$ cat src/hdl/scsd_pkg.sv
// scsd_pkg: shared types and constants of the scanline crosswalk stripe detector
// segment class codes, level register indexes and reset values
// no dependencies
package scsd_pkg;

   localparam int unsigned PIXEL_W = 8;
   localparam int unsigned CSR_INDEX_W = 2;

   typedef logic [PIXEL_W-1:0] pixel_type;
   typedef logic [1:0] class_type;
   typedef logic [CSR_INDEX_W-1:0] csr_index_type;

   localparam class_type CLASS_NONE = 2'd0;
   localparam class_type CLASS_DARK = 2'd1;
   localparam class_type CLASS_MID = 2'd2;
   localparam class_type CLASS_LIGHT = 2'd3;

   localparam csr_index_type CSR_DARK_LEVEL = 2'd0;
   localparam csr_index_type CSR_MID_LEVEL = 2'd1;
   localparam csr_index_type CSR_LIGHT_LEVEL = 2'd2;

   localparam pixel_type DARK_LEVEL_RESET = 8'd0;
   localparam pixel_type MID_LEVEL_RESET = 8'd128;
   localparam pixel_type LIGHT_LEVEL_RESET = 8'd255;

   typedef struct packed {
      pixel_type dark;
      pixel_type mid;
      pixel_type light;
   } levels_type;

   // one closed run that carries a class
   typedef struct packed {
      logic valid;
      class_type cls;
   } segment_type;

endpackage

$ cat src/hdl/scsd_req_if.sv
// scsd_req_if: request channel of the stripe detector, one pixel per request
// depends on scsd_pkg
interface scsd_req_if;
   logic valid;
   logic ready;
   scsd_pkg::pixel_type pixel;
   logic row_end;

   modport source (output valid, output pixel, output row_end, input ready);
   modport sink (input valid, input pixel, input row_end, output ready);
endinterface

// scsd_rsp_if: response channel, one flag per row
interface scsd_rsp_if;
   logic valid;
   logic ready;
   logic crossing_found;

   modport source (output valid, output crossing_found, input ready);
   modport sink (input valid, input crossing_found, output ready);
endinterface

$ cat src/hdl/scsd_classify.sv
// scsd_classify: maps a run value to its segment class, priority dark, mid, light
// depends on scsd_pkg
module scsd_classify (
   input scsd_pkg::pixel_type value,
   input scsd_pkg::levels_type levels,
   output scsd_pkg::class_type cls
);
   import scsd_pkg::*;

   always_comb begin
      if (value == levels.dark) begin
         cls = CLASS_DARK;
      end else if (value == levels.mid) begin
         cls = CLASS_MID;
      end else if (value == levels.light) begin
         cls = CLASS_LIGHT;
      end else begin
         cls = CLASS_NONE;
      end
   end

endmodule

$ cat src/hdl/scsd_matcher.sv
// scsd_matcher: advances the dark/light alternation match by up to two segments
// depends on scsd_pkg
module scsd_matcher #(
   parameter int unsigned PATTERN_LENGTH = 13
) (
   input logic [$clog2(PATTERN_LENGTH+1)-1:0] match_cur,
   input logic found_cur,
   input scsd_pkg::segment_type seg_first,
   input scsd_pkg::segment_type seg_second,
   output logic [$clog2(PATTERN_LENGTH+1)-1:0] match_next,
   output logic found_next
);
   import scsd_pkg::*;

   localparam int unsigned MATCH_W = $clog2(PATTERN_LENGTH + 1);
   localparam logic [MATCH_W-1:0] FULL_LEN = MATCH_W'(PATTERN_LENGTH);
   localparam logic [MATCH_W-1:0] BORDER_LEN = MATCH_W'(PATTERN_LENGTH - 2);

   // returns {found, match length}
   function automatic logic [MATCH_W:0] feed(input logic [MATCH_W:0] cur,
                                              input segment_type seg);
      logic [MATCH_W-1:0] len;
      logic hit;
      class_type expected;
      len = cur[MATCH_W-1:0];
      hit = cur[MATCH_W];
      expected = len[0] ? CLASS_LIGHT : CLASS_DARK;
      if (seg.valid) begin
         if (seg.cls == expected) begin
            len = len + MATCH_W'(1);
         end else begin
            // restart: a dark segment opens a new match
            len = (seg.cls == CLASS_DARK) ? MATCH_W'(1) : '0;
         end
         if (len == FULL_LEN) begin
            hit = 1'b1;
            len = BORDER_LEN;
         end
      end
      return {hit, len};
   endfunction

   logic [MATCH_W:0] after_first;
   logic [MATCH_W:0] after_second;

   always_comb begin
      after_first = feed({found_cur, match_cur}, seg_first);
      after_second = feed(after_first, seg_second);
   end

   assign match_next = after_second[MATCH_W-1:0];
   assign found_next = after_second[MATCH_W];

endmodule

$ cat src/hdl/scanline_crosswalk_stripe_detector_core.sv
// scanline_crosswalk_stripe_detector_core: top level of the stripe detector
// depends on scsd_pkg, scsd_req_if, scsd_rsp_if, scsd_classify, scsd_matcher
//
// Usage: pixels of one image row arrive on req_bus, one request each, with
// row_end high on the last pixel. Runs of equal pixels matching the dark,
// mid or light level become segments; rsp_bus carries one crossing_found
// flag per row, high when the row held PATTERN_LENGTH alternating dark and
// light segments starting and ending dark. Levels are set through the csr_
// write port while no row is in flight.
// Response path: a row_end request is accepted into the input register and
// processed once the response register is free; its response is registered.
// Throughput: one pixel per cycle outside a row_end stall; the input register,
// the run/match state and the response register each take one step per clock.
// Stall: while a response waits unaccepted, pixels without row_end keep
// flowing; a second row_end holds in the input register until the waiting
// response is taken.
// Reset: synchronous; clears both channel registers, the run/match state
// and restores the default levels.
module scanline_crosswalk_stripe_detector_core #(
   parameter int unsigned PATTERN_LENGTH = 13
) (
   input logic clock,
   input logic reset,
   scsd_req_if.sink req_bus,
   scsd_rsp_if.source rsp_bus,
   input logic csr_write_enable,
   input scsd_pkg::csr_index_type csr_index,
   input scsd_pkg::pixel_type csr_write_data
);
   import scsd_pkg::*;

   localparam int unsigned MATCH_W = $clog2(PATTERN_LENGTH + 1);

   levels_type levels_ff, levels_in;

   logic s1_valid_ff, s1_valid_in;
   pixel_type s1_pixel_ff, s1_pixel_in;
   logic s1_last_ff, s1_last_in;

   pixel_type run_value_ff, run_value_in;
   logic run_active_ff, run_active_in;
   logic [MATCH_W-1:0] match_ff, match_in;
   logic found_ff, found_in;

   logic rsp_valid_ff, rsp_valid_in;
   logic rsp_found_ff, rsp_found_in;

   logic out_free;
   logic s1_fire;
   logic req_take;
   logic new_run;
   pixel_type run_value_after;
   class_type cls_old;
   class_type cls_after;
   segment_type seg_first;
   segment_type seg_second;
   logic [MATCH_W-1:0] match_step;
   logic found_step;

   // level registers
   always_comb begin
      levels_in = levels_ff;
      if (csr_write_enable) begin
         case (csr_index)
            CSR_DARK_LEVEL: levels_in.dark = csr_write_data;
            CSR_MID_LEVEL: levels_in.mid = csr_write_data;
            CSR_LIGHT_LEVEL: levels_in.light = csr_write_data;
            default: levels_in = levels_ff;
         endcase
      end
   end

   // handshake
   assign out_free = !rsp_valid_ff || rsp_bus.ready;
   assign s1_fire = s1_valid_ff && (!s1_last_ff || out_free);
   assign req_bus.ready = !s1_valid_ff || s1_fire;
   assign req_take = req_bus.valid && req_bus.ready;

   always_comb begin
      s1_valid_in = s1_valid_ff;
      s1_pixel_in = s1_pixel_ff;
      s1_last_in = s1_last_ff;
      if (req_take) begin
         s1_valid_in = 1'b1;
         s1_pixel_in = req_bus.pixel;
         s1_last_in = req_bus.row_end;
      end else if (s1_fire) begin
         s1_valid_in = 1'b0;
      end
   end

   // run segmentation
   assign new_run = !(run_active_ff && (s1_pixel_ff == run_value_ff));
   assign run_value_after = new_run ? s1_pixel_ff : run_value_ff;

   scsd_classify u_class_old (
      .value(run_value_ff),
      .levels(levels_ff),
      .cls(cls_old)
   );

   scsd_classify u_class_after (
      .value(run_value_after),
      .levels(levels_ff),
      .cls(cls_after)
   );

   // old run closes when a new one opens; at row end the open run closes too
   always_comb begin
      seg_first.valid = new_run && run_active_ff && (cls_old != CLASS_NONE);
      seg_first.cls = cls_old;
      seg_second.valid = s1_last_ff && (cls_after != CLASS_NONE);
      seg_second.cls = cls_after;
   end

   scsd_matcher #(
      .PATTERN_LENGTH(PATTERN_LENGTH)
   ) u_matcher (
      .match_cur(match_ff),
      .found_cur(found_ff),
      .seg_first(seg_first),
      .seg_second(seg_second),
      .match_next(match_step),
      .found_next(found_step)
   );

   always_comb begin
      run_value_in = run_value_ff;
      run_active_in = run_active_ff;
      match_in = match_ff;
      found_in = found_ff;
      rsp_valid_in = rsp_valid_ff && !rsp_bus.ready;
      rsp_found_in = rsp_found_ff;
      if (s1_fire) begin
         if (s1_last_ff) begin
            run_value_in = '0;
            run_active_in = 1'b0;
            match_in = '0;
            found_in = 1'b0;
            rsp_valid_in = 1'b1;
            rsp_found_in = found_step;
         end else begin
            run_value_in = run_value_after;
            run_active_in = 1'b1;
            match_in = match_step;
            found_in = found_step;
         end
      end
   end

   always_ff @(posedge clock) begin
      if (reset) begin
         levels_ff <= '{dark: DARK_LEVEL_RESET, mid: MID_LEVEL_RESET,
                        light: LIGHT_LEVEL_RESET};
         s1_valid_ff <= 1'b0;
         run_value_ff <= '0;
         run_active_ff <= 1'b0;
         match_ff <= '0;
         found_ff <= 1'b0;
         rsp_valid_ff <= 1'b0;
      end else begin
         levels_ff <= levels_in;
         s1_valid_ff <= s1_valid_in;
         run_value_ff <= run_value_in;
         run_active_ff <= run_active_in;
         match_ff <= match_in;
         found_ff <= found_in;
         rsp_valid_ff <= rsp_valid_in;
      end
   end

   always_ff @(posedge clock) begin
      s1_pixel_ff <= s1_pixel_in;
      s1_last_ff <= s1_last_in;
      rsp_found_ff <= rsp_found_in;
   end

   assign rsp_bus.valid = rsp_valid_ff;
   assign rsp_bus.crossing_found = rsp_found_ff;

endmodule

$ cat src/flat_wrapper.sv
// flat-port wrapper written by rule: the top's interface ports become plain ports
module scanline_crosswalk_stripe_detector_core_flat import scsd_pkg::*;
#(
   parameter int unsigned PATTERN_LENGTH = 13
)
  (clock, reset, csr_write_enable, csr_index, csr_write_data, req_bus_valid, req_bus_pixel, req_bus_row_end, req_bus_ready, rsp_bus_valid, rsp_bus_crossing_found, rsp_bus_ready);
  scsd_req_if req_bus_i ();
  scsd_rsp_if rsp_bus_i ();
  input logic clock;
  input logic reset;
  input logic csr_write_enable;
  input scsd_pkg::csr_index_type csr_index;
  input scsd_pkg::pixel_type csr_write_data;
  input wire logic [$bits(req_bus_i.valid)-1:0] req_bus_valid;
  input wire logic [$bits(req_bus_i.pixel)-1:0] req_bus_pixel;
  input wire logic [$bits(req_bus_i.row_end)-1:0] req_bus_row_end;
  output wire logic [$bits(req_bus_i.ready)-1:0] req_bus_ready;
  output wire logic [$bits(rsp_bus_i.valid)-1:0] rsp_bus_valid;
  output wire logic [$bits(rsp_bus_i.crossing_found)-1:0] rsp_bus_crossing_found;
  input wire logic [$bits(rsp_bus_i.ready)-1:0] rsp_bus_ready;
  assign req_bus_i.valid = req_bus_valid;
  assign req_bus_i.pixel = req_bus_pixel;
  assign req_bus_i.row_end = req_bus_row_end;
  assign req_bus_ready = req_bus_i.ready;
  assign rsp_bus_valid = rsp_bus_i.valid;
  assign rsp_bus_crossing_found = rsp_bus_i.crossing_found;
  assign rsp_bus_i.ready = rsp_bus_ready;
  scanline_crosswalk_stripe_detector_core #(.PATTERN_LENGTH(PATTERN_LENGTH)) u_core (.clock(clock), .reset(reset), .req_bus(req_bus_i), .rsp_bus(rsp_bus_i), .csr_write_enable(csr_write_enable), .csr_index(csr_index), .csr_write_data(csr_write_data));
endmodule
$ cat config.mk
export PLATFORM = sky130hd
export DESIGN_NAME = scanline_crosswalk_stripe_detector_core_flat
export DESIGN_NICKNAME = d
export VERILOG_FILES = /design/src/hdl/scsd_pkg.sv /design/src/hdl/scsd_req_if.sv /design/src/hdl/scsd_classify.sv /design/src/hdl/scsd_matcher.sv /design/src/hdl/scanline_crosswalk_stripe_detector_core.sv /design/src/flat_wrapper.sv
export SDC_FILE = /design/constraint.sdc
export NUM_CORES = 1
export LEC_CHECK = 0
export BUFFER_PORTS_ARGS = -buffer_cell sky130_fd_sc_hd__buf_2
export CAP_MARGIN = 20
export CORE_AREA = 3 3 68 70
export CTS_CLUSTER_SIZE = 14
export DETAILED_ROUTE_END_ITERATION = 7
export DIE_AREA = 0 0 71 73
export GPL_ROUTABILITY_DRIVEN = 0
export PLACE_DENSITY = 0.8
export SETUP_SLACK_MARGIN = 0.5
export SLEW_MARGIN = 5
export SYNTH_ARGS = -nofsm -noshare
export SYNTH_HDL_FRONTEND = slang
export SYNTH_SLANG_ARGS = --single-unit
$ cat constraint.sdc
create_clock -name clock -period 5.88 [get_ports clock]
set_input_delay 0.882 -clock clock [delete_from_list [all_inputs] [get_ports clock]]
set_output_delay 0.882 -clock clock [all_outputs]
set_load 0.1 [all_outputs]
---- Word-level counts from Yosys, hierarchy flattened ----
Cells that the tools add are included.
Widths: inputs -> output; s select.
storage, ports and cells
  register bits ........................... 50
  output and inout port bits .............. 3
  logic and storage cells ................. 83
operators by class
  add/subtract/negate cells ............... 2
  equality and inequality tests ........... 15
  muxes and demuxes ....................... 31
  reduce and logical (&&, ||, !) cells .... 23
operators with widths
  kind                 number
  $eq 8x8->1           7
  $mux 4               9
  $mux 2               8
  $mux 8               2
  $mux 1               12
  $add 4x1->4 const B  2
  $eq 4x4->1 const B   2
  $reduce_and 2->1     4
  $logic_and 1x1->1    7
  $eq 2x1->1 const B   3
  $reduce_bool 2->1    3
  $logic_not 1->1      5
  $eq 2x2->1           2
  $logic_or 1x1->1     3
  $eq 2x2->1 const B   1
  $logic_not 2->1      1

---- Longest topological paths before layout ----
Gate-level depths: netlist of run 1.
  depth in word-level cells ............... 19
  gate-level depth with buffers ........... 11
  gate-level depth less buffers ........... 10

---- Cells and area by module ----
From an unflattened synthesis of run 1, not the netlist that was laid out.
second synthesis, totals
  cells, all modules ...................... 318
  area, all modules ....................... 3019.1 sq um
modules (own cells, without submodules)
  module                                   times used  cells an instance  area each (sq um)
  scanline_crosswalk_stripe_detector_core  1           198                2075.7
  scsd_classify                            2           35                 285.3
  scsd_matcher                             1           50                 372.9

---- Least setup slack after synthesis of run 1 ----
No wires, ideal clock.
  path type ............................... register to register
  from .................................... register u_core.run_value_ff[5]
  to ...................................... register u_core.rsp_found_ff (netlist: u_core.rsp_bus.crossing_found), data pin
  library setup time ...................... 0.145 ns
  data arrival time ....................... 2.809 ns
  data required time ...................... 5.735 ns
  setup slack ............................. 2.926 ns
  cell stages (with the launch flop) ...... 12
  period minus slack after synthesis ...... 2.954 ns
  path through ............................ dfxtp_1 buf_4 xor2_1 nor4_2 nand2_2 a2111oi_4 nor2_1 o31ai_2 ha_1 or3_1 or4_1 o21ai_1
between the ends
  word-level cells in the longest chain between the ends .. 18
  elaborated cells between the ends (all ways) .. 41
  classes of those cells .................. 1 x add/sub; 13 x eq/ne; 20 x mux; 7 x reduce/logical
ends and longest elaborated chain
  item                                                                  line                                            RTL
  start, declared                                                       scanline_crosswalk_stripe_detector_core.sv:40   pixel_type run_value_ff, run_value_in;
  start signal, assigned                                                scanline_crosswalk_stripe_detector_core.sv:164  run_value_ff <= run_value_in;
  parallel branches: the longest is 17 deep, another holds $add 4x1->4  --
  $mux 1 *                                                              scsd_matcher.sv:28                              if (seg.valid) begin
  via u_core.found_step                                                 scanline_crosswalk_stripe_detector_core.sv:58   logic found_step;
  end signal, assigned                                                  scanline_crosswalk_stripe_detector_core.sv:175  rsp_found_ff <= rsp_found_in;
  end, declared                                                         scanline_crosswalk_stripe_detector_core.sv:46   logic rsp_found_ff, rsp_found_in;
Mark *: on every way through the listed nets, which the timed path passes. The select of a mux whose other input is x is not followed.
A chain may end at the register's enable or synchronous reset.

---- Worst setup path in the final report of run 1 ----
  from .................................... register u_core.run_value_ff[2]
  to ...................................... register u_core.rsp_found_ff (netlist: u_core.rsp_bus.crossing_found), data pin
Same word-level chain as after synthesis.

==> flow_metrics.env, run 1 <==
export IMPL_area_delta_synth_final_pct=6.49
export IMPL_fin_crit_sh_pct=52.8
export IMPL_wl_per_cell_um=15.0
export IMPL_synthArstFlopShare_pct=0
export IMPL_synth_area_leaders="dfxtp_1 31%, edfxtp_1 12%, xor2_1 10%, mux2i_1 5.9%, nand2_1 4.7%"
export IMPL_slowest_stage="dfxtp_1"
export IMPL_yosys_register_bits=50
export IMPL_holdBufCountCts=0
export IMPL_cts_buffers=5
export IMPL_p_leak_nw=1.13
export IMPL_grt_overflow=0
export IMPL_final_nets=311
export IMPL_drtIter0Drc=114
export IMPL_maxSlewHeadroom_pct=37.4
export IMPL_fin_ws_ns=2.77
export IMPL_synth_top_area_share_pct=31.5
export IMPL_clock_sinks=50
export IMPL_grt_pass1_wl_um=8490
export IMPL_drive_gt1_share_pct=15.4
export IMPL_yosysWarnings=0
export IMPL_drv_slew=0
export IMPL_via_count=1901
export IMPL_rsz0062_at_grt="false"
export IMPL_h_tree_depth=2
export IMPL_hpwl_um=3800
export IMPL_antenna_found_initial=0
export IMPL_cp_slowest_stage_delay_ns=0.47
export IMPL_grt_max_degree=41
export IMPL_synth_area_per_cell_um2=9.46
export IMPL_root_buffer="clkbuf_8"
export IMPL_grt_pass1_vias=1859
export IMPL_mappedNetlistNets=295
export IMPL_insertion_delay_ns=0.29
export IMPL_dieHeight_um=73
export IMPL_ant_nets=0
export IMPL_synth_ff_type="dfxtp_1"
export IMPL_die_area_um2=5180
export IMPL_die_w_um=71
export IMPL_fin_setup_tns_ns=0
export IMPL_cts_repair_resized=0
export IMPL_clockBufferDepth=2
export IMPL_firstDrtPassIters=4
export IMPL_final_cell_area_um2=2710
export IMPL_drc=0
export IMPL_postPlaceCellArea_um2=2630
export IMPL_io_buffers=26
export IMPL_cp_arrival_ns=3.26
export IMPL_fin_skew_ns=0.00575
export IMPL_core_um2=4030
export IMPL_path_buf_inv=0
export IMPL_finalSetupViolCount=0
export IMPL_hold_viol=0
export IMPL_tightest_slew_ns=0.934
export IMPL_routed_wl_um=5050
export IMPL_status="finished clean"
export IMPL_cts_setup_buffers=0
export IMPL_cp_max_fo=5
export IMPL_syn_area_um2=2540
export IMPL_antenna_cells=0
export IMPL_hp_class="flop to flop"
export IMPL_cts_tree="built"
export IMPL_synth_cells=269
export IMPL_path_cells="xor2_1 -> nor4_2 -> nand2_2 -> a2111oi_4 -> nor2_1 -> o31ai_2 -> ha_1 -> or3_1 -> or4_1 -> o21ai_1"
export IMPL_yosysSeqAreaShare_pct=43.3
export IMPL_via_per_inst=5.66
export IMPL_io_pins=27
export IMPL_start_util_pct=63.2
export IMPL_required_ns=6.04
export IMPL_startpoint_type="flop"
export IMPL_fmax_mhz=322
export IMPL_rows=23
export IMPL_grt_use_total_pct=20.9
export IMPL_dp_worst_setup_slack_ns=2.79
export IMPL_drv_cap=0
export IMPL_yosys_top_cells_count="40 x dfxtp_1, 32 x nand2_1, 30 x xor2_1, 27 x nor2_1, 15 x mux2i_1"
export IMPL_cp_end_kind="flop"
export IMPL_vdd_drop_max_mv=0.173
export IMPL_path_class="flop to flop"
export IMPL_cellPowerDensity_nw_per_um2=239
export IMPL_ys_types=42
export IMPL_synth_edf_count=10
export IMPL_yosysTopAreaCell="dfxtp_1"
export IMPL_min_period_ns=3.11
export IMPL_synth_most_common_cell="dfxtp_1"
export IMPL_crit_family="simple AND/OR/NAND/NOR gates"
export IMPL_clk_pin_slew_ns=0.09
==> tightest hold or removal path: cells and delay by family, from the launching register on <==
family	cells	cell delay [ns]
flops	1	0.33
simple gates	2	0.12
==> final timing paths <==
path                            slack (ns)  depth (start not counted)                                start                                      end
worst max register to register        2.77                         10  u_core.run_value_ff[2]$_SDFFE_PP0P_  u_core.rsp_bus.crossing_found$_DFFE_PP_
worst max-delay path                  2.77                         10  u_core.run_value_ff[2]$_SDFFE_PP0P_  u_core.rsp_bus.crossing_found$_DFFE_PP_
worst min register to register        0.50                          2     u_core.levels_ff[4]$_SDFFE_PP1P_         u_core.levels_ff[4]$_SDFFE_PP1P_
worst min-delay path                  0.50                          2     u_core.levels_ff[4]$_SDFFE_PP1P_         u_core.levels_ff[4]$_SDFFE_PP1P_
==> cells by family (layout without fill, tap and decap cells) <==
kind of cell,after synthesis,count (layout),synth area share (%)
compound gates,30,30,8.60
xor+xnor,42,42,14.5
fa+ha+maj,2,2,0.983
buf+inv,22,39,5.16
flops,50,50,43.3
mux,15,15,5.90
simple gates,108,108,21.6
==> placed cells by master (no fill, tap or decap), types with 3 or more instances in the layout <==
cell / Yosys / final
dfxtp_1: 40 / 40
nand2_1: 32 / 32
xor2_1: 30 / 30
nor2_1: 27 / 27
buf_2: 0 / 26
mux2i_1: 15 / 15
a21oi_1: 13 / 13
xnor2_1: 12 / 12
nand3_1: 12 / 12
nand3b_1: 11 / 11
edfxtp_1: 10 / 10
nor4_1: 5 / 5
clkbuf_8: 0 / 5
inv_1: 4 / 4
nand4_1: 4 / 4
nor4_2: 3 / 3
a22oi_1: 3 / 3
==> stage by stage <==
step                      utilization [%]  power (mW)  std cells  hold slack [ns]
after floorplan                         -       0.446        269            0.456
after global placement               65.2       0.466        328            0.481
after detailed placement             65.2       0.467        328            0.491
after CTS                            67.3       0.653        336            0.503
after global routing                 67.3       0.674        336            0.523
final                                67.3       0.647        336            0.502
==> report_power, final <==
part / internal, mW / total, mW / switching (mW) / leakage (nW)
sequential: 0.363 / 0.378 / 0.0154 / 0.425
clock: 0.0820 / 0.188 / 0.106 / 0.0426
combinational: 0.0349 / 0.0811 / 0.0462 / 0.665
total: 0.480 / 0.647 / 0.167 / 1.13
==> state kept, by name, indices dropped and copies added (netlist names) <==
| name | cells |
|---|---|
| u_core.s1_pixel_ff | 8 |
| u_core.s1_valid_ff | 1 |
| u_core.run_active_ff | 1 |
| u_core.rsp_bus.valid | 1 |
| u_core.found_ff | 1 |
| u_core.run_value_ff | 8 |
| u_core.s1_last_ff | 1 |
| u_core.rsp_bus.crossing_found | 1 |
| u_core.levels_ff | 24 |
| u_core.match_ff | 4 |
==> per-layer routing <==
metal,track usage [%],up-vias,share of wire [%]
met5,0,-,0
met4,7.52,0,1.8
met3,3.72,8,5.0
met2,36.8,56,49
met1,25.7,883,44
li1,-,954,-
==> cell type report <==
type                            count  area [um2]
Tap cell                           50        62.6
Clock inverter                      2        8.76
Sequential cell                    50        1100
Inverter                            4        15.0
Multi-Input combinational cell    197        1310
Clock buffer                        6        72.6
Timing Repair Buffer               27         138
Fill cell                         339        1320
Note: power is estimated with default switching activity, not from simulation.
==> run 2: changes to the inputs <==
- CORE_AREA: 3 3 68 70 -> 3 3 71 73
- DIE_AREA: 0 0 71 73 -> 0 0 74 76
- PLACE_DENSITY: 0.8 -> 0.73
- clock period: 5.88 -> 3.2 ns (I/O delays scaled with it)
==> run 2 against run 1 <==
Worst hold slack got worse by 0.15 ns. Critical path depth unchanged. Final cell count is 1.2% higher. Utilization fell by 4.5 points. Fmax rose by 6.5%. Total power is 90% higher. Die area rose by 8.5%. Global-route usage decreased by 0.42 points. Non-clock buffer count is 2 higher. Largest power group unchanged. Highest routed layer unchanged.
==> flow_metrics.env, run 2 (synthesis results as in run 1) <==
export IMPL_status="finished clean"
export IMPL_core_um2=4410
export IMPL_ff2ff_setup_slack_ns=0.28
export IMPL_finalSetupViolCount=0
export IMPL_cts_buffers=5
export IMPL_hpwl_um=3860
export IMPL_fin_skew_ns=0.00732
export IMPL_holdBufCountCts=0
export IMPL_rows=24
export IMPL_via_count=1870
export IMPL_startpoint_type="flop"
export IMPL_top_regs="u_core.levels_ff (24), u_core.run_value_ff (8), u_core.s1_pixel_ff (8)"
export IMPL_insertion_delay_ns=0.30
export IMPL_root_buffer="clkbuf_8"
export IMPL_cp_arrival_ns=3.08
export IMPL_final_core_util_pct=62.7
export IMPL_grt_pass1_wl_um=9010
export IMPL_io_pins=27
export IMPL_vdd_drop_max_mv=0.268
export IMPL_largest_reg_flops=24
export IMPL_clk_pin_slew_ns=0.09
export IMPL_mostFrequentLayoutCells="32 x nand2_1, 30 x xor2_1, 29 x dfxtp_1, 27 x nor2_1, 26 x buf_2"
export IMPL_routed_wl_um=5230
export IMPL_grt_overflow=0
export IMPL_grt_max_degree=41
export IMPL_clock_sinks=50
export IMPL_timing_rr_start="u_core.run_value_ff[3]$_SDFFE_PP0P_"
export IMPL_firstDrtPassIters=4
export IMPL_grt_pass1_vias=1897
export IMPL_reg2reg_to="u_core.rsp_bus.crossing_found$_DFFE_PP_"
export IMPL_min_from="req_bus_row_end"
export IMPL_clockBufferDepth=2
export IMPL_wl_per_cell_um=15.4
export IMPL_final_common_cell="nand2_1"
export IMPL_cts_tree="built"
export IMPL_fin_ws_ns=0.283
export IMPL_required_ns=3.36
export IMPL_grt_use_total_pct=20.5
export IMPL_drv_cap=0
export IMPL_hold_path_cell_count=1
export IMPL_min_period_ns=2.92
export IMPL_h_tree_depth=2
export IMPL_hold_path_endpoint="u_core.s1_last_ff$_DFFE_PP_"
export IMPL_r2r_cells=10
export IMPL_tightest_slew_ns=0.954
export IMPL_antenna_found_initial=0
export IMPL_io_buffers=26
export IMPL_dp_worst_setup_slack_ns=0.181
export IMPL_start_util_pct=57.7
export IMPL_cp_end_kind="flop"
export IMPL_final_nets=313
export IMPL_die_w_um=74
export IMPL_instances_no_fill=340
export IMPL_dieHeight_um=76
export IMPL_drv_slew=0
export IMPL_drtIter0Drc=92
export IMPL_antenna_cells=0
export IMPL_area_delta_synth_final_pct=8.80
export IMPL_drc=0
export IMPL_drive_gt1_share_pct=20.8
export IMPL_fmax_mhz=343
export IMPL_cp_max_fo=5
export IMPL_die_area_um2=5620
export IMPL_maxSlewHeadroom_pct=36.1
export IMPL_hold_viol=0
export IMPL_largest_register="u_core.levels_ff"
export IMPL_rsz0062_at_grt="true"
export IMPL_p_leak_nw=1.15
export IMPL_fin_crit_sh_pct=91.2
export IMPL_fin_setup_tns_ns=0
export IMPL_cellPowerDensity_nw_per_um2=444
export IMPL_placedCellCount=330
export IMPL_path_class="flop to flop"
export IMPL_via_per_inst=5.50
export IMPL_ant_nets=0
export IMPL_hp_class="input pin to flop"
## run 2: cell types whose count changed in the layout (fill, tap and decap cells not counted)
cell      before  now
nor4_2         3    5
dfxtp_4        0    2
dfxtp_1       40   29
dfxtp_2        0    9
clkbuf_8       5    6
buf_4          1    3
clkinv_1       1    0
nor4_1         5    3
## run 2: layout make-up
cell class	count	area, um2
clock buffers	7	86.3
clock inverters	1	5.00
repair buffers	29	153
multi-input cells	197	1330
well taps	52	65.1
fillers	383	1650
inverters	4	15.0
flip-flops and latches	50	1120
## run 2: critical path, cell delays in order (launching register included)
cell     delay [ns]
dfxtp_4        0.39
xor2_1         0.20
nor4_2         0.09
buf_4          0.14
and2_2         0.21
o31a_1         0.35
o31ai_2        0.28
ha_1           0.27
or3_1          0.33
or4_1          0.39
o21ai_1        0.14
## run 2: timing repair
| item | in CTS | in global routing |
|---|---|---|
| endpoints found under the hold margin | 0 | 0 |
| endpoints found under the setup margin | 1 | 1 |
| pin swaps | 4 | 1 |
| buffers inserted | 2 | 0 |
| gates resized for setup | 14 | 1 |
## run 2: worst max-delay path by stage
stage	startpoint	to	slack (ns)
floorplan	u_core.run_value_ff[0]$_SDFFE_PP0P_	u_core.rsp_bus.crossing_found$_DFFE_PP_	0.35
global placement	u_core.run_value_ff[0]$_SDFFE_PP0P_	u_core.rsp_bus.crossing_found$_DFFE_PP_	0.27
detailed placement	u_core.run_value_ff[7]$_SDFFE_PP0P_	u_core.rsp_bus.crossing_found$_DFFE_PP_	0.18
CTS	u_core.run_value_ff[5]$_SDFFE_PP0P_	u_core.rsp_bus.crossing_found$_DFFE_PP_	0.29
global route	u_core.run_value_ff[7]$_SDFFE_PP0P_	u_core.rsp_bus.crossing_found$_DFFE_PP_	0.10
finish	u_core.run_value_ff[3]$_SDFFE_PP0P_	u_core.rsp_bus.crossing_found$_DFFE_PP_	0.28
## run 2: metrics by stage
step	cell area [um2]	total power, mW	hold WS [ns]
2_1_floorplan	2540	0.819	0.456
3_5_place_dp	2630	0.860	0.479
4_1_cts	2770	1.24	0.340
5_1_grt	2770	1.29	0.330
3_3_place_gp	2630	0.857	0.479
6_report	2770	1.23	0.349
## run 2: power breakdown
part,internal (mW),switching [mW]
Clock,0.175,0.200
Sequential,0.667,0.0284
Combinational,0.0706,0.0901
Total,0.912,0.318
## run 2: routing by layer
layer | wire [um] | track usage (%)
met5 | 0 | 0
met4 | 67 | 7.43
met3 | 187 | 3.69
met2 | 2620 | 32.6
met1 | 2360 | 27.4
==> run 3: changes to the inputs <==
- PLACE_DENSITY: 0.73 -> default
- PLACE_DENSITY_LB_ADDON: default -> 0.2
- clock period: 3.2 -> 3 ns (I/O delays scaled with it)
==> run 3 against run 2 <==
Total power grew 5.4%. First-iteration DRC count grew 43%. Largest power group unchanged. Utilization grew 1.2 points. Fmax grew 2.2%. Non-clock buffer count grew 8. Sequential cell count is the same. Sequential share of layout area shrank 0.97 points. Routed wire length grew 1.0%.
==> flow_metrics.env, run 3 (synthesis results as in run 1) <==
export IMPL_cp_end_kind="flop"
export IMPL_hold_path_cell_count=1
export IMPL_hold_viol=0
export IMPL_fin_crit_sh_pct=95.2
export IMPL_p_clk_share_pct=29.4
export IMPL_hpwl_um=3820
export IMPL_via_count=1897
export IMPL_drv_slew=0
export IMPL_core_um2=4410
export IMPL_cp_arrival_ns=3.02
export IMPL_p_sw_mw=0.348
export IMPL_min_period_ns=2.85
export IMPL_clk_pin_slew_ns=0.09
export IMPL_vdd_drop_max_mv=0.313
export IMPL_cp_slowest_stage_delay_ns=0.40
export IMPL_insertion_delay_ns=0.31
export IMPL_final_nets=321
export IMPL_via_per_inst=5.45
export IMPL_cts_buffers=5
export IMPL_timing_rr_start="u_core.run_value_ff[3]$_SDFFE_PP0P_"
export IMPL_wl_per_cell_um=15.2
export IMPL_firstDrtPassIters=4
export IMPL_dieHeight_um=76
export IMPL_ff2ff_setup_slack_ns=0.15
export IMPL_p_int_mw=0.950
export IMPL_area_delta_synth_final_pct=11.0
export IMPL_whs_ns=0.308
export IMPL_p_leak_nw=1.19
export IMPL_min_from="req_bus_pixel[6]"
export IMPL_slowest_stage="or4_1"
export IMPL_holdBufCountCts=0
export IMPL_path_class="flop to flop"
export IMPL_path_cells="xor2_1 -> nor4_2 -> nand3_1 -> o31a_1 -> o31ai_2 -> ha_1 -> or3_1 -> or4_1 -> o21ai_1"
export IMPL_die_w_um=74
export IMPL_drtIter0Drc=132
export IMPL_final_common_cell="nand2_1"
export IMPL_p_sw_share_pct=26.8
export IMPL_crit_family="simple AND/OR/NAND/NOR gates"
export IMPL_cts_tree="built"
export IMPL_io_pins=27
export IMPL_startpoint_type="flop"
export IMPL_finalSetupViolCount=0
export IMPL_largest_reg_flops=24
export IMPL_top_regs="u_core.levels_ff (24), u_core.run_value_ff (8), u_core.s1_pixel_ff (8)"
export IMPL_maxSlewHeadroom_pct=35.8
export IMPL_reg2reg_to="u_core.rsp_bus.crossing_found$_DFFE_PP_"
export IMPL_path_buf_inv=0
export IMPL_grt_pass1_vias=1863
export IMPL_cp_max_fo=5
export IMPL_start_util_pct=57.7
export IMPL_grt_max_degree=41
export IMPL_grt_pass1_wl_um=8820
export IMPL_hp_class="input pin to flop"
export IMPL_routed_wl_um=5290
export IMPL_required_ns=3.17
export IMPL_h_tree_depth=2
export IMPL_clockBufferDepth=2
export IMPL_antenna_found_initial=0
export IMPL_largest_register="u_core.levels_ff"
export IMPL_io_buffers=26
export IMPL_die_area_um2=5620
export IMPL_status="finished clean"
export IMPL_clock_sinks=50
export IMPL_antenna_cells=0
export IMPL_grt_overflow=0
export IMPL_combPwrFrac_pct=13.6
export IMPL_final_core_util_pct=64.0
export IMPL_drc=0
export IMPL_grt_use_total_pct=20.1
export IMPL_placedCellCount=337
export IMPL_hold_path_endpoint="u_core.s1_pixel_ff[6]$_DFFE_PP_"
export IMPL_fin_skew_ns=0.00866
export IMPL_rsz0062_at_grt="true"
export IMPL_fmax_mhz=350
export IMPL_drv_cap=0
export IMPL_cellPowerDensity_nw_per_um2=460
export IMPL_root_buffer="clkbuf_8"
export IMPL_tightest_slew_ns=0.959
export IMPL_drive_gt1_share_pct=22.6
export IMPL_rows=24
export IMPL_mostFrequentLayoutCells="32 x nand2_1, 31 x dfxtp_1, 30 x xor2_1, 27 x nor2_1, 26 x buf_2"
export IMPL_ant_nets=0
export IMPL_r2r_cells=9
export IMPL_seq_power_share_pct=57.1
export IMPL_instances_no_fill=348
## run 3: how the worst max path moves through the flow
stage | slack [ns] | endpoint | startpoint | depth (start not counted)
3_3_place_gp | 0.09 | u_core.rsp_bus.crossing_found$_DFFE_PP_ | u_core.run_value_ff[3]$_SDFFE_PP0P_ | 9
5_1_grt | -0.02 | u_core.rsp_bus.crossing_found$_DFFE_PP_ | u_core.run_value_ff[1]$_SDFFE_PP0P_ | 10
3_5_place_dp | 0.07 | u_core.rsp_bus.crossing_found$_DFFE_PP_ | u_core.run_value_ff[3]$_SDFFE_PP0P_ | 9
4_1_cts | 0.16 | u_core.rsp_bus.crossing_found$_DFFE_PP_ | u_core.run_value_ff[5]$_SDFFE_PP0P_ | 11
2_1_floorplan | 0.15 | u_core.rsp_bus.crossing_found$_DFFE_PP_ | u_core.run_value_ff[0]$_SDFFE_PP0P_ | 11
6_report | 0.15 | u_core.rsp_bus.crossing_found$_DFFE_PP_ | u_core.run_value_ff[3]$_SDFFE_PP0P_ | 9
## run 3: repair_timing
item	in CTS	in global routing
pin swaps	7	1
setup buffers	3	0
gates resized for setup	9	4
endpoints found under the setup margin	1	1
## run 3: final cells by class
class | instances | area (um2)
Clock buffer | 5 | 68.8
Fill cell | 373 | 1590
Inverter | 4 | 15.0
Timing Repair Buffer | 37 | 213
Sequential cell | 50 | 1110
Tap cell | 52 | 65.1
Multi-Input combinational cell | 197 | 1330
Clock inverter | 3 | 16.3
## run 3: metal layers
layer	up-vias	routed length, um	track usage [%]
li1	965	-	-
met1	889	2460	27.1
met2	33	2510	30.9
met3	10	166	3.69
met4	0	143	9.24
met5	-	0	0
## run 3: power groups by stage
stage               registers, mW  clock network [mW]  logic (mW)
global route                0.744               0.414       0.196
detailed placement          0.755                   0       0.164
global placement            0.755                   0       0.162
CTS                         0.740               0.388       0.175
floorplan                   0.748                   0       0.126
finish                      0.740               0.381       0.176
## run 3: worst register-to-register path, stage by stage (launching register included)
cell     delay (ns)
dfxtp_2        0.36
xor2_1         0.16
nor4_2         0.35
nand3_1        0.16
o31a_1         0.31
o31ai_2        0.27
ha_1           0.26
or3_1          0.33
or4_1          0.40
o21ai_1        0.12
## run 3: through the flow
step,area [um2],worst slack [ns],setup TNS (ns),power [mW]
2_1_floorplan,2540,0.151,0,0.873
3_3_place_gp,2680,0.0917,0,0.917
3_5_place_dp,2680,0.0709,0,0.919
4_1_cts,2820,0.159,0,1.30
5_1_grt,2820,-0.0201,-0.0201,1.35
6_report,2820,0.145,0,1.30
